## src/design/rc2_pkg.sv

```systemverilog
package rc2_pkg;

   localparam int KEY_WORDS    = 64;
   localparam int KEY_AW       = $clog2(KEY_WORDS);
   localparam int WORD_W       = 16;
   localparam int BLOCK_W      = 64;
   localparam int NUM_WORDS    = BLOCK_W / WORD_W;
   localparam int ROUNDS       = 16;
   localparam int MASH_ROUND_A = 4;
   localparam int MASH_ROUND_B = 10;

   localparam logic [KEY_AW-1:0] MASH_STEP_A = KEY_AW'(NUM_WORDS * MASH_ROUND_A + 3);
   localparam logic [KEY_AW-1:0] MASH_STEP_B = KEY_AW'(NUM_WORDS * MASH_ROUND_B + 3);
   localparam logic [KEY_AW-1:0] LAST_STEP   = KEY_AW'(NUM_WORDS * ROUNDS - 1);
   localparam logic [KEY_AW-1:0] STEP_INC    = KEY_AW'(1);

   localparam int CSR_AW = 3;
   localparam int CSR_DW = 64;
   localparam logic [CSR_AW-1:0] IV_ADDR = CSR_AW'(0);

   localparam logic OP_KEY_WRITE = 1'b0;
   localparam logic OP_BIT       = 1'b1;

   typedef logic [WORD_W-1:0] word_type;
   typedef logic [NUM_WORDS-1:0][WORD_W-1:0] words_type;

   // The first byte of the block is the low byte of word 0.
   function automatic words_type block_to_words(input logic [BLOCK_W-1:0] blk);
      words_type w;
      for (int j = 0; j < NUM_WORDS; j++) begin
         w[j] = {blk[BLOCK_W-9-16*j -: 8], blk[BLOCK_W-1-16*j -: 8]};
      end
      return w;
   endfunction

   function automatic logic [BLOCK_W-1:0] words_to_block(input words_type w);
      logic [BLOCK_W-1:0] blk;
      for (int j = 0; j < NUM_WORDS; j++) begin
         blk[BLOCK_W-1-16*j -: 8] = w[j][7:0];
         blk[BLOCK_W-9-16*j -: 8] = w[j][15:8];
      end
      return blk;
   endfunction

   function automatic word_type rotl_word(input word_type v, input logic [1:0] j);
      word_type r;
      unique case (j)
         2'd0: r = {v[14:0], v[15]};
         2'd1: r = {v[13:0], v[15:14]};
         2'd2: r = {v[12:0], v[15:13]};
         2'd3: r = {v[10:0], v[15:11]};
         default: r = v;
      endcase
      return r;
   endfunction

endpackage

```

## src/design/rc2_bit_feedback_cipher.sv

```systemverilog
// A key write transaction is taken one per cycle while the block is idle.
// A bit transaction runs 64 mixing steps and two mashes after acceptance, all paced by the
// single read port of the key table memory, and then shows its result.
// A new bit is taken only in idle; the result register lets the next bit start early.
// Synchronous reset clears the feedback register and iv to zero; the key table is not cleared.
module rc2_bit_feedback_cipher (
   input  logic                        clock,
   input  logic                        reset,
   input  logic                        req_valid,
   output logic                        req_ready,
   input  logic                        req_op,
   input  logic [rc2_pkg::KEY_AW-1:0]  req_key_index,
   input  logic [rc2_pkg::WORD_W-1:0]  req_key_word,
   input  logic                        req_data_bit,
   input  logic                        req_decrypt,
   input  logic                        req_restart,
   output logic                        rsp_valid,
   input  logic                        rsp_ready,
   output logic                        rsp_out_bit,
   input  logic                        csr_psel,
   input  logic                        csr_penable,
   input  logic                        csr_pwrite,
   input  logic [rc2_pkg::CSR_AW-1:0]  csr_paddr,
   input  logic [rc2_pkg::CSR_DW-1:0]  csr_pwdata,
   output logic [rc2_pkg::CSR_DW-1:0]  csr_prdata,
   output logic                        csr_pready
);

   logic [rc2_pkg::BLOCK_W-1:0] iv;

   rc2_csr u_csr (
      .clock   (clock),
      .reset   (reset),
      .psel    (csr_psel),
      .penable (csr_penable),
      .pwrite  (csr_pwrite),
      .paddr   (csr_paddr),
      .pwdata  (csr_pwdata),
      .prdata  (csr_prdata),
      .pready  (csr_pready),
      .iv      (iv)
   );

   rc2_core u_core (
      .clock         (clock),
      .reset         (reset),
      .req_valid     (req_valid),
      .req_ready     (req_ready),
      .req_op        (req_op),
      .req_key_index (req_key_index),
      .req_key_word  (req_key_word),
      .req_data_bit  (req_data_bit),
      .req_decrypt   (req_decrypt),
      .req_restart   (req_restart),
      .iv            (iv),
      .rsp_valid     (rsp_valid),
      .rsp_ready     (rsp_ready),
      .rsp_out_bit   (rsp_out_bit)
   );

endmodule

```

## src/design/rc2_ram.sv

```systemverilog
module rc2_ram #(
   parameter int WIDTH = 16,
   parameter int DEPTH = 64
) (
   input  logic                     clock,
   input  logic                     we,
   input  logic [$clog2(DEPTH)-1:0] waddr,
   input  logic [WIDTH-1:0]         wdata,
   input  logic [$clog2(DEPTH)-1:0] raddr,
   output logic [WIDTH-1:0]         rdata
);

   logic [WIDTH-1:0] mem_ff [DEPTH];
   logic [WIDTH-1:0] rdata_ff;

   always_ff @(posedge clock) begin
      if (we) begin
         mem_ff[waddr] <= wdata;
      end
      rdata_ff <= mem_ff[raddr];
   end

   assign rdata = rdata_ff;

endmodule

```

## src/design/rc2_csr.sv

```systemverilog
module rc2_csr (
   input  logic                        clock,
   input  logic                        reset,
   input  logic                        psel,
   input  logic                        penable,
   input  logic                        pwrite,
   input  logic [rc2_pkg::CSR_AW-1:0]  paddr,
   input  logic [rc2_pkg::CSR_DW-1:0]  pwdata,
   output logic [rc2_pkg::CSR_DW-1:0]  prdata,
   output logic                        pready,
   output logic [rc2_pkg::BLOCK_W-1:0] iv
);

   logic [rc2_pkg::BLOCK_W-1:0] iv_ff;
   logic                        iv_we;

   assign pready = 1'b1;
   assign iv_we  = psel && penable && pwrite && (paddr == rc2_pkg::IV_ADDR);

   always_ff @(posedge clock) begin
      if (reset) begin
         iv_ff <= '0;
      end else if (iv_we) begin
         iv_ff <= pwdata;
      end
   end

   assign prdata = (paddr == rc2_pkg::IV_ADDR) ? iv_ff : '0;
   assign iv     = iv_ff;

endmodule

```

## src/design/rc2_core.sv

```systemverilog
module rc2_core (
   input  logic                         clock,
   input  logic                         reset,
   input  logic                         req_valid,
   output logic                         req_ready,
   input  logic                         req_op,
   input  logic [rc2_pkg::KEY_AW-1:0]   req_key_index,
   input  logic [rc2_pkg::WORD_W-1:0]   req_key_word,
   input  logic                         req_data_bit,
   input  logic                         req_decrypt,
   input  logic                         req_restart,
   input  logic [rc2_pkg::BLOCK_W-1:0]  iv,
   output logic                         rsp_valid,
   input  logic                         rsp_ready,
   output logic                         rsp_out_bit
);

   localparam logic [2:0] S_IDLE      = 3'd0;
   localparam logic [2:0] S_MIX       = 3'd1;
   localparam logic [2:0] S_MASH_ADDR = 3'd2;
   localparam logic [2:0] S_MASH_ADD  = 3'd3;
   localparam logic [2:0] S_FINISH    = 3'd4;

   logic [2:0]                  state_ff, state_in;
   logic [rc2_pkg::KEY_AW-1:0]  step_ff, step_in;
   logic [1:0]                  mash_ff, mash_in;
   rc2_pkg::words_type          words_ff, words_in;
   logic [rc2_pkg::BLOCK_W-1:0] fb_ff, fb_in;
   logic                        din_ff, din_in;
   logic                        decrypt_ff, decrypt_in;
   logic                        rsp_valid_ff, rsp_valid_in;
   logic                        rsp_bit_ff, rsp_bit_in;

   logic                        accept;
   logic                        key_we;
   logic [rc2_pkg::KEY_AW-1:0]  rd_addr;
   rc2_pkg::word_type           key_rd;

   logic [1:0]                  j0, j1, j2, j3, m_prev;
   rc2_pkg::word_type           mix_sum, mix_word, mash_word;
   logic [rc2_pkg::BLOCK_W-1:0] enc;
   logic                        obit, fbbit;

   assign req_ready = (state_ff == S_IDLE);
   assign accept    = req_valid && req_ready;
   assign key_we    = accept && (req_op == rc2_pkg::OP_KEY_WRITE);

   rc2_ram #(
      .WIDTH (rc2_pkg::WORD_W),
      .DEPTH (rc2_pkg::KEY_WORDS)
   ) u_key_ram (
      .clock (clock),
      .we    (key_we),
      .waddr (req_key_index),
      .wdata (req_key_word),
      .raddr (rd_addr),
      .rdata (key_rd)
   );

   assign j0       = step_ff[1:0];
   assign j1       = j0 + 2'd1;
   assign j2       = j0 + 2'd2;
   assign j3       = j0 + 2'd3;
   assign mix_sum  = words_ff[j0] + (words_ff[j1] & ~words_ff[j3])
                   + (words_ff[j2] & words_ff[j3]) + key_rd;
   assign mix_word = rc2_pkg::rotl_word(mix_sum, j0);

   assign m_prev    = mash_ff - 2'd1;
   assign mash_word = words_ff[mash_ff] + key_rd;

   assign enc   = rc2_pkg::words_to_block(words_ff);
   assign obit  = din_ff ^ enc[0];
   assign fbbit = decrypt_ff ? din_ff : obit;

   always_comb begin
      state_in     = state_ff;
      step_in      = step_ff;
      mash_in      = mash_ff;
      words_in     = words_ff;
      fb_in        = fb_ff;
      din_in       = din_ff;
      decrypt_in   = decrypt_ff;
      rsp_valid_in = rsp_valid_ff && !rsp_ready;
      rsp_bit_in   = rsp_bit_ff;
      rd_addr      = '0;
      unique case (state_ff)
         S_IDLE: begin
            if (accept && (req_op == rc2_pkg::OP_BIT)) begin
               words_in   = rc2_pkg::block_to_words(req_restart ? iv : fb_ff);
               din_in     = req_data_bit;
               decrypt_in = req_decrypt;
               step_in    = '0;
               state_in   = S_MIX;
            end
         end
         S_MIX: begin
            rd_addr      = step_ff + rc2_pkg::STEP_INC;
            words_in[j0] = mix_word;
            step_in      = step_ff + rc2_pkg::STEP_INC;
            if ((step_ff == rc2_pkg::MASH_STEP_A) || (step_ff == rc2_pkg::MASH_STEP_B)) begin
               step_in  = step_ff;
               mash_in  = '0;
               state_in = S_MASH_ADDR;
            end else if (step_ff == rc2_pkg::LAST_STEP) begin
               state_in = S_FINISH;
            end
         end
         S_MASH_ADDR: begin
            rd_addr  = words_ff[m_prev][rc2_pkg::KEY_AW-1:0];
            state_in = S_MASH_ADD;
         end
         S_MASH_ADD: begin
            rd_addr           = step_ff + rc2_pkg::STEP_INC;
            words_in[mash_ff] = mash_word;
            mash_in           = mash_ff + 2'd1;
            if (mash_ff == 2'd3) begin
               step_in  = step_ff + rc2_pkg::STEP_INC;
               state_in = S_MIX;
            end else begin
               state_in = S_MASH_ADDR;
            end
         end
         S_FINISH: begin
            if (!rsp_valid_ff || rsp_ready) begin
               rsp_valid_in = 1'b1;
               rsp_bit_in   = obit;
               fb_in        = {enc[rc2_pkg::BLOCK_W-2:0], fbbit};
               state_in     = S_IDLE;
            end
         end
         default: begin
            state_in = S_IDLE;
         end
      endcase
   end

   always_ff @(posedge clock) begin
      if (reset) begin
         state_ff     <= S_IDLE;
         step_ff      <= '0;
         mash_ff      <= '0;
         fb_ff        <= '0;
         rsp_valid_ff <= 1'b0;
      end else begin
         state_ff     <= state_in;
         step_ff      <= step_in;
         mash_ff      <= mash_in;
         fb_ff        <= fb_in;
         rsp_valid_ff <= rsp_valid_in;
      end
      words_ff   <= words_in;
      din_ff     <= din_in;
      decrypt_ff <= decrypt_in;
      rsp_bit_ff <= rsp_bit_in;
   end

   assign rsp_valid   = rsp_valid_ff;
   assign rsp_out_bit = rsp_bit_ff;

endmodule

```

## config.mk

```make
export PLATFORM = sky130hd
export DESIGN_NAME = rc2_bit_feedback_cipher
export DESIGN_NICKNAME = d
export VERILOG_FILES = /design/src/design/rc2_pkg.sv /design/src/design/rc2_bit_feedback_cipher.sv /design/src/design/rc2_ram.sv /design/src/design/rc2_csr.sv /design/src/design/rc2_core.sv
export SDC_FILE = /design/constraint.sdc
export NUM_CORES = 2
export LEC_CHECK = 0
export ABC_AREA = 1
export BUFFER_PORTS_ARGS = -buffer_cell sky130_fd_sc_hd__clkbuf_2
export CAP_MARGIN = 25
export CELL_PAD_IN_SITES_DETAIL_PLACEMENT = 1
export CELL_PAD_IN_SITES_GLOBAL_PLACEMENT = 2
export CORE_UTILIZATION = 30
export CTS_CLUSTER_SIZE = 14
export DETAILED_ROUTE_END_ITERATION = 10
export GPL_ROUTABILITY_DRIVEN = 0
export GPL_TIMING_DRIVEN = 0
export PLACE_DENSITY = 0.71
export SETUP_SLACK_MARGIN = 0.1
export SLEW_MARGIN = 20
export SYNTH_ARGS = -nofsm -noshare
export SYNTH_HDL_FRONTEND = slang
export SYNTH_SLANG_ARGS = --single-unit
```

## constraint.sdc

```tcl
create_clock -name clock -period 16.27 [get_ports clock]
set_clock_uncertainty 0.2 [all_clocks]
set_input_delay 3.254 -clock clock [delete_from_list [all_inputs] [get_ports clock]]
set_output_delay 3.254 -clock clock [all_outputs]
set_load 0.03 [all_outputs]
```

==> Yosys cells after proc, flatten, opt, wreduce, memory -nomap -nowiden <==
Memories as Yosys holds them, arrays and structs flattened. A register that Yosys moved wholly into a read port is not among the register bits.
Index checks and enable logic that the tools add are counted.
{ "totals": {"ff_bits": 207, "ramBits": 1024, "inputBits": 100, "output_inout_bits": 68, "memories": 1} }
{ "op_classes": {"add_sub_neg": 10, "magnitude_cmp": 8, "eq_ne": 17, "mux": 41, "bitwise_logic": 5, "reduce_logical": 25} }
{ "mem_list": {"columns": ["name", "words", "word_bits", "rd", "rd_ports_with_merged_regs", "write_ports", "line", "rtl"], "rows": [
  ["u_core.u_key_ram.mem_ff", 64, 16, 1, 1, 1, "rc2_ram.sv:13", "logic [WIDTH-1:0] mem_ff [DEPTH];"]
]} }
{ "ops": {"columns": ["operator", "count"], "rows": [
  ["16-bit binary-select mux with 2-bit select", 6],
  ["64-bit two-way mux", 3],
  ["64-bit one-hot mux with 3 select lines", 1],
  ["64-bit bitwise mux", 2],
  ["16-bit two-way mux", 7],
  ["16-bit adder", 4],
  ["16-bit demux with 2-bit select", 2],
  ["16-bit one-hot mux with 4 select lines", 1],
  ["16-bit bitwise AND", 2],
  ["6-bit two-way mux", 4],
  ["2-bit by 3-bit less-than comparator with 1-bit output, second input constant", 6],
  ["6-bit one-hot mux with 3 select lines", 1],
  ["16-bit inverter", 1],
  ["3-bit one-hot mux with 5 select lines", 1],
  ["6-bit equality test, second input constant", 2],
  ["3-bit two-way mux", 4],
  ["6-bit one-hot mux with 2 select lines", 1],
  ["1-bit logical AND", 9],
  ["2-bit AND reduction", 4],
  ["6-bit by 1-bit adder with 6-bit output, second input constant", 1],
  ["2-bit equality test, second input constant", 3],
  ["3-bit by 2-bit equality test with 1-bit output, second input constant", 2],
  ["6-bit by 5-bit equality test with 1-bit output, second input constant", 1],
  ["3-bit logical NOT", 2],
  ["23 further kinds", 36]
]} }

==> Depth between registers and ports, before layout <==
{ "depth": {"ltp_word": 11, "depth_mapped": 31, "ltp_nobuf": 28} }

==> Modules after synthesis <==
From an unflattened synthesis, not the netlist that was laid out.
{ "unflattened": {"cells_unflattened": 6099, "area_unflattened_um2": 58341.0} }
{ "by_module_without_submodules": {"columns": ["mod", "n_inst", "cells_per_inst", "area_per_inst_um2", "seq_area_each_um2"], "rows": [
  ["rc2_ram", 1, 3517, 42099.1, 31069.8],
  ["rc2_core", 1, 2027, 12932.4, 3533.4],
  ["rc2_csr", 1, 555, 3309.4, 1281.2]
]} }

==> Worst setup path after synthesis <==
Ideal clock, no wire load.
{ "synth_path": {"kind": "input-to-output", "start": "input port csr_paddr[1] (netlist bit)", "end": "output port csr_prdata[10] (netlist bit)", "arrival_ps": 4249, "setup_slack_ps": 8567, "cell_stages": 4, "n_path_buf": 1, "cell_sequence": "nor3_1 > inv_2 > clkbuf_1 > nor2_1"} }
{ "synth_via": {"elab_chain_cells": 2} }
{ "synth_lines": {"columns": ["element", "line", "rtl"], "rows": [
  ["from (decl)", "rc2_bit_feedback_cipher.sv:23", "input logic [rc2_pkg::CSR_AW-1:0] csr_paddr,"],
  ["3-bit logical NOT", "rc2_csr.sv:28", "assign prdata = (paddr == rc2_pkg::IV_ADDR) ? iv_ff : '0;"],
  ["64-bit two-way mux", "rc2_csr.sv:28", null],
  ["to (decl)", "rc2_bit_feedback_cipher.sv:25", "output logic [rc2_pkg::CSR_DW-1:0] csr_prdata,"]
]} }
No other way between the ends.

==> Implementation_results.wiki <==
{| class="wikitable"
! Metric !! Value
|-
| Run status || completed
|-
| Insertion delay to the later sink of the worst-skew pair || 0.82 ns
|-
| Port bufs || 165
|-
| Final count of pins violating max slew || 0
|-
| Slowest cell on crit path || o21ai_0
|-
| Total routing resource utilization after global routing || 23.6%
|-
| Yosys warning total || 0
|-
| Number of global-route vias before repair || 48.6k
|-
| Count of placed standard cells including taps || 9085
|-
| Endpoint of the most critical register-to-register path || u_core.enc[56]
|-
| Placed wire-length estimate after detailed placement || 180000 um
|-
| Largest net degree at the start of global routing || 65
|-
| Initial antenna violation count || 11
|-
| Die height || 448 um
|-
| Startpoint types || flip-flop
|-
| I/O pin count || 168
|-
| Final nets || 6766
|-
| Clock tree from TritonCTS || done
|-
| Worst-case clock buffer depth || 3
|-
| Mapped cell area || 59700 um2
|-
| Power Total || 14.9 mW
|-
| Non-filler cells in the finished layout || 9357
|-
| Maximum fanout along the worst path || 12
|-
| Placeable Area || 198000 um2
|-
| Layout Utilization || 35.3%
|-
| Worst hold path cell count || 2
|-
| Peak VDD IR || 0.000307 V
|-
| Count of H-tree levels built during CTS || 4
|-
| First-iteration detailed-routing DRC count || 4391
|-
| Period utilization || 49.6%
|-
| Mean post-synth cell area || 9.60 um2
|-
| Drt first pass iters || 6
|-
| CP Data Required Time || 16.61 ns
|-
| RSZ-0062 raised after global routing || no
|-
| Area grow syn2layout || 16.7%
|-
| Number of vias per cell || 5.17
|-
| Vias after detailed routing || 48.3k
|-
| Starting Density || 30.2%
|-
| Number of endpoints failing setup at the final stage || 0
|-
| Number of buffers added to fix hold violations after cts || 0
|-
| Sum of overflow across all layers after global routing || 0
|-
| Routed wirelength normalized by instance count || 25.8 um
|-
| Start-to-end type of the worst setup path || reg2reg
|-
| Final Critical Period || 8.08 ns
|-
| Setup slack, reg-to-reg || 8.19 ns
|-
| Multi-input gate area in the final layout || 19600 um2
|-
| Primary flip-flop cell chosen by synthesis mapping || edfxtp_1
|-
| Sum Neg Setup Slack || 0 ns
|-
| Final Hold Violating Endpoints || 0
|-
| Number of clock sinks || 1247
|-
| Worst Slack Setup Final || 8.19 ns
|-
| Die boundary width || 448 um
|-
| Worst EP arrival || 8.41 ns
|-
| DRC viols || 0
|-
| Async set-or-reset flop fraction in the synthesized netlist || 0%
|-
| Post_cts resized || 0
|-
| Static leakage || 26.3 nW
|-
| Clock Root Buffer || clkbuf_16
|-
| Count of buffers added by post-CTS timing repair for setup || 0
|-
| Share of synthesized area occupied by flip-flops and latches || 60.1%
|-
| Fill cells || 22.5k
|-
| Max capacitance violation total || 0
|-
| Clock slew at the register clock pins of the worst setup and hold paths || 0.06 ns
|-
| EDFF count, synth || 1091
|-
| Fraction of layout cells with a size suffix above 1 || 10.1%
|-
| Number of instances in the synthesized netlist || 6221
|-
| Delay of the slowest cell on the worst path || 0.78 ns
|-
| Endpoint with the worst hold slack || u_core.fb_ff[10]
|-
| Kind of capture point of the worst setup path || flip-flop
|-
| First-pass GRT wire length || 343000 um
|-
| Floorplan die area || 201000 um2
|-
| Worst slew slack as a fraction of its limit || 23.5%
|-
| Beginning of the worst hold path || u_core.fb_ff[10]
|-
| Net count of the mapped netlist || 6391
|-
| Timing-limited maximum frequency || 124 MHz
|-
| # rows || 163
|-
| Count of cells along the worst register-to-register path || 28
|-
| Hold WC Path Type || reg2reg
|-
| Number of buffers created by CTS || 147
|-
| Startpoint of the lowest-slack register-to-register path || u_core.step_ff[1]
|-
| Number of routed nets with antenna violations || 0
|-
| Register bit count reported by yosys || 1247
|-
| Synth unique cells || 47
|-
| Critical Path Most Common Cell || nand3_1
|-
| PwrDens || 214 nW/um2
|-
| Wire length after detailed routing || 241000 um
|-
| DP Worst Slack || 8.26 ns
|-
| Sequential standard cell area || 35900 um2
|-
| Worst-margin pin slew || 1.14 ns
|}
[layout make-up]
| class | instances | share of cell area [%] |
|---|---|---|
| tap | 2640 | 4.74 |
| antenna | 5 | 0.0179 |
| clock inverter | 80 | 1.22 |
| sequential | 1247 | 51.5 |
| buffer | 409 | 2.56 |
| clock buffer | 185 | 5.58 |
| multi-input combinational | 3872 | 28.2 |
| inverter | 693 | 3.73 |
| timing repair buffer | 226 | 2.52 |
[Yosys cell counts (2+ instances only)]
master | instances | area share [%]
o22ai_1 | 5 | 0.052
buf_6 | 3 | 0.057
xor2_1 | 9 | 0.13
nor3_1 | 8 | 0.067
ha_1 | 39 | 0.82
nor2_4 | 2 | 0.038
clkbuf_1 | 187 | 1.2
or2_2 | 3 | 0.031
o2111ai_1 | 3 | 0.044
o221ai_1 | 2 | 0.029
dfxtp_1 | 156 | 5.2
nand3_1 | 1065 | 8.9
mux2i_1 | 2 | 0.034
nor2_1 | 255 | 1.6
o21ai_0 | 311 | 2.6
edfxtp_1 | 1091 | 55
and2_1 | 4 | 0.042
clkinv_1 | 5 | 0.031
nand3b_1 | 256 | 3.2
a22oi_1 | 16 | 0.20
fa_1 | 31 | 1.0
inv_2 | 7 | 0.044
o21bai_1 | 2 | 0.025
nand4_1 | 13 | 0.14
nand2_2 | 2 | 0.021
o211ai_1 | 173 | 2.2
a21oi_1 | 321 | 2.7
inv_1 | 681 | 4.3
a221oi_1 | 2 | 0.029
buf_4 | 12 | 0.15
a211oi_1 | 2 | 0.025
buf_2 | 144 | 1.2
nand2_1 | 1329 | 8.4
buf_1 | 63 | 0.40
a21o_1 | 3 | 0.038
xnor2_1 | 3 | 0.044
[state kept, by name, summed over array words and instances, names as in the netlist, 2 cells and up]
| register | flops |
|---|---|
| u_core.enc | 64 |
| u_core.fb_ff | 64 |
| u_core.mash_ff | 2 |
| u_core.state_ff | 3 |
| u_core.step_ff | 6 |
| u_core.u_key_ram.mem_ff | 1024 |
| u_core.u_key_ram.rdata | 16 |
| u_csr.iv | 64 |
[power breakdown]
part           internal, mW  leakage [nW]  switching [mW]
sequential             3.67          11.1           0.206
clock                  1.87          2.32            1.41
combinational          1.97          12.9            5.83
total                  7.51          26.3            7.44
[worst max path at each step]
stage	from	to	slack [ns]	cells past startpoint
finish	u_core.step_ff[1]	u_core.enc[56]	8.19	28
global route	u_core.step_ff[1]	u_core.enc[8]	7.73	29
CTS	csr_paddr[1]	csr_prdata[41]	8.27	6
detailed placement	u_core.step_ff[1]	u_core.enc[8]	8.26	28
global placement	u_core.step_ff[1]	u_core.enc[22]	8.06	28
floorplan	csr_paddr[1]	csr_prdata[10]	8.57	4
[layout by cell type, fill, tap and decap left out, types with 19 or more instances in the layout]
cell and instances:
nand2_1 1328, edfxtp_1 1091, nand3_1 1063, inv_1 681
a21oi_1 321, o21ai_0 307, nand3b_1 256, clkbuf_1 216
nor2_1 191, o211ai_1 173, dfxtp_1 156, clkbuf_2 151
clkbuf_16 148, buf_2 146, nor2_2 64, buf_1 63
ha_1 39, buf_6 35, clkinv_1 32, fa_1 31
clkinv_2 26, clkbuf_4 19
[stage by stage]
| step | instance area, um2 | hold slack (ns) |
|---|---|---|
| after floorplan | 59700 | 0.230 |
| after global placement | 63900 | 0.243 |
| after detailed placement | 65000 | 0.249 |
| after CTS | 69700 | 0.258 |
| after global routing | 69700 | 0.269 |
| final | 69700 | 0.255 |
[metal layers]
| layer | routed length (um) | vias to the layer above | track usage [%] |
|---|---|---|---|
| met5 | 0 | - | 0 |
| met4 | 9620 | 0 | 9.18 |
| met3 | 13000 | 374 | 3.15 |
| met2 | 116000 | 1487 | 39.7 |
| met1 | 103000 | 24366 | 30.8 |
| li1 | - | 22116 | - |
[cell families (layout without fill, tap and decap cells)]
group	Yosys count	count (layout)	share of synthesized area [%]
multiplexers	2	2	0.0335
XOR/XNOR	12	12	0.176
other	1	6	0.00628
AND/OR/NAND/NOR	2940	2940	22.5
buffers and inverters	1102	1593	7.34
flip-flops	1247	1247	60.1
AO/OA/AOI/OAI	847	847	8.01
adder cells (fa/ha/maj)	70	70	1.86
[worst max-delay path: cells and delay by family (launching register included)]
kind            cells  cell delay (ns)
compound gates      2             0.92
buf+inv            10             2.76
fa+ha+maj           5             2.05
flops               1             0.50
simple gates       11             1.33
Power figures use the tool's default switching activity.
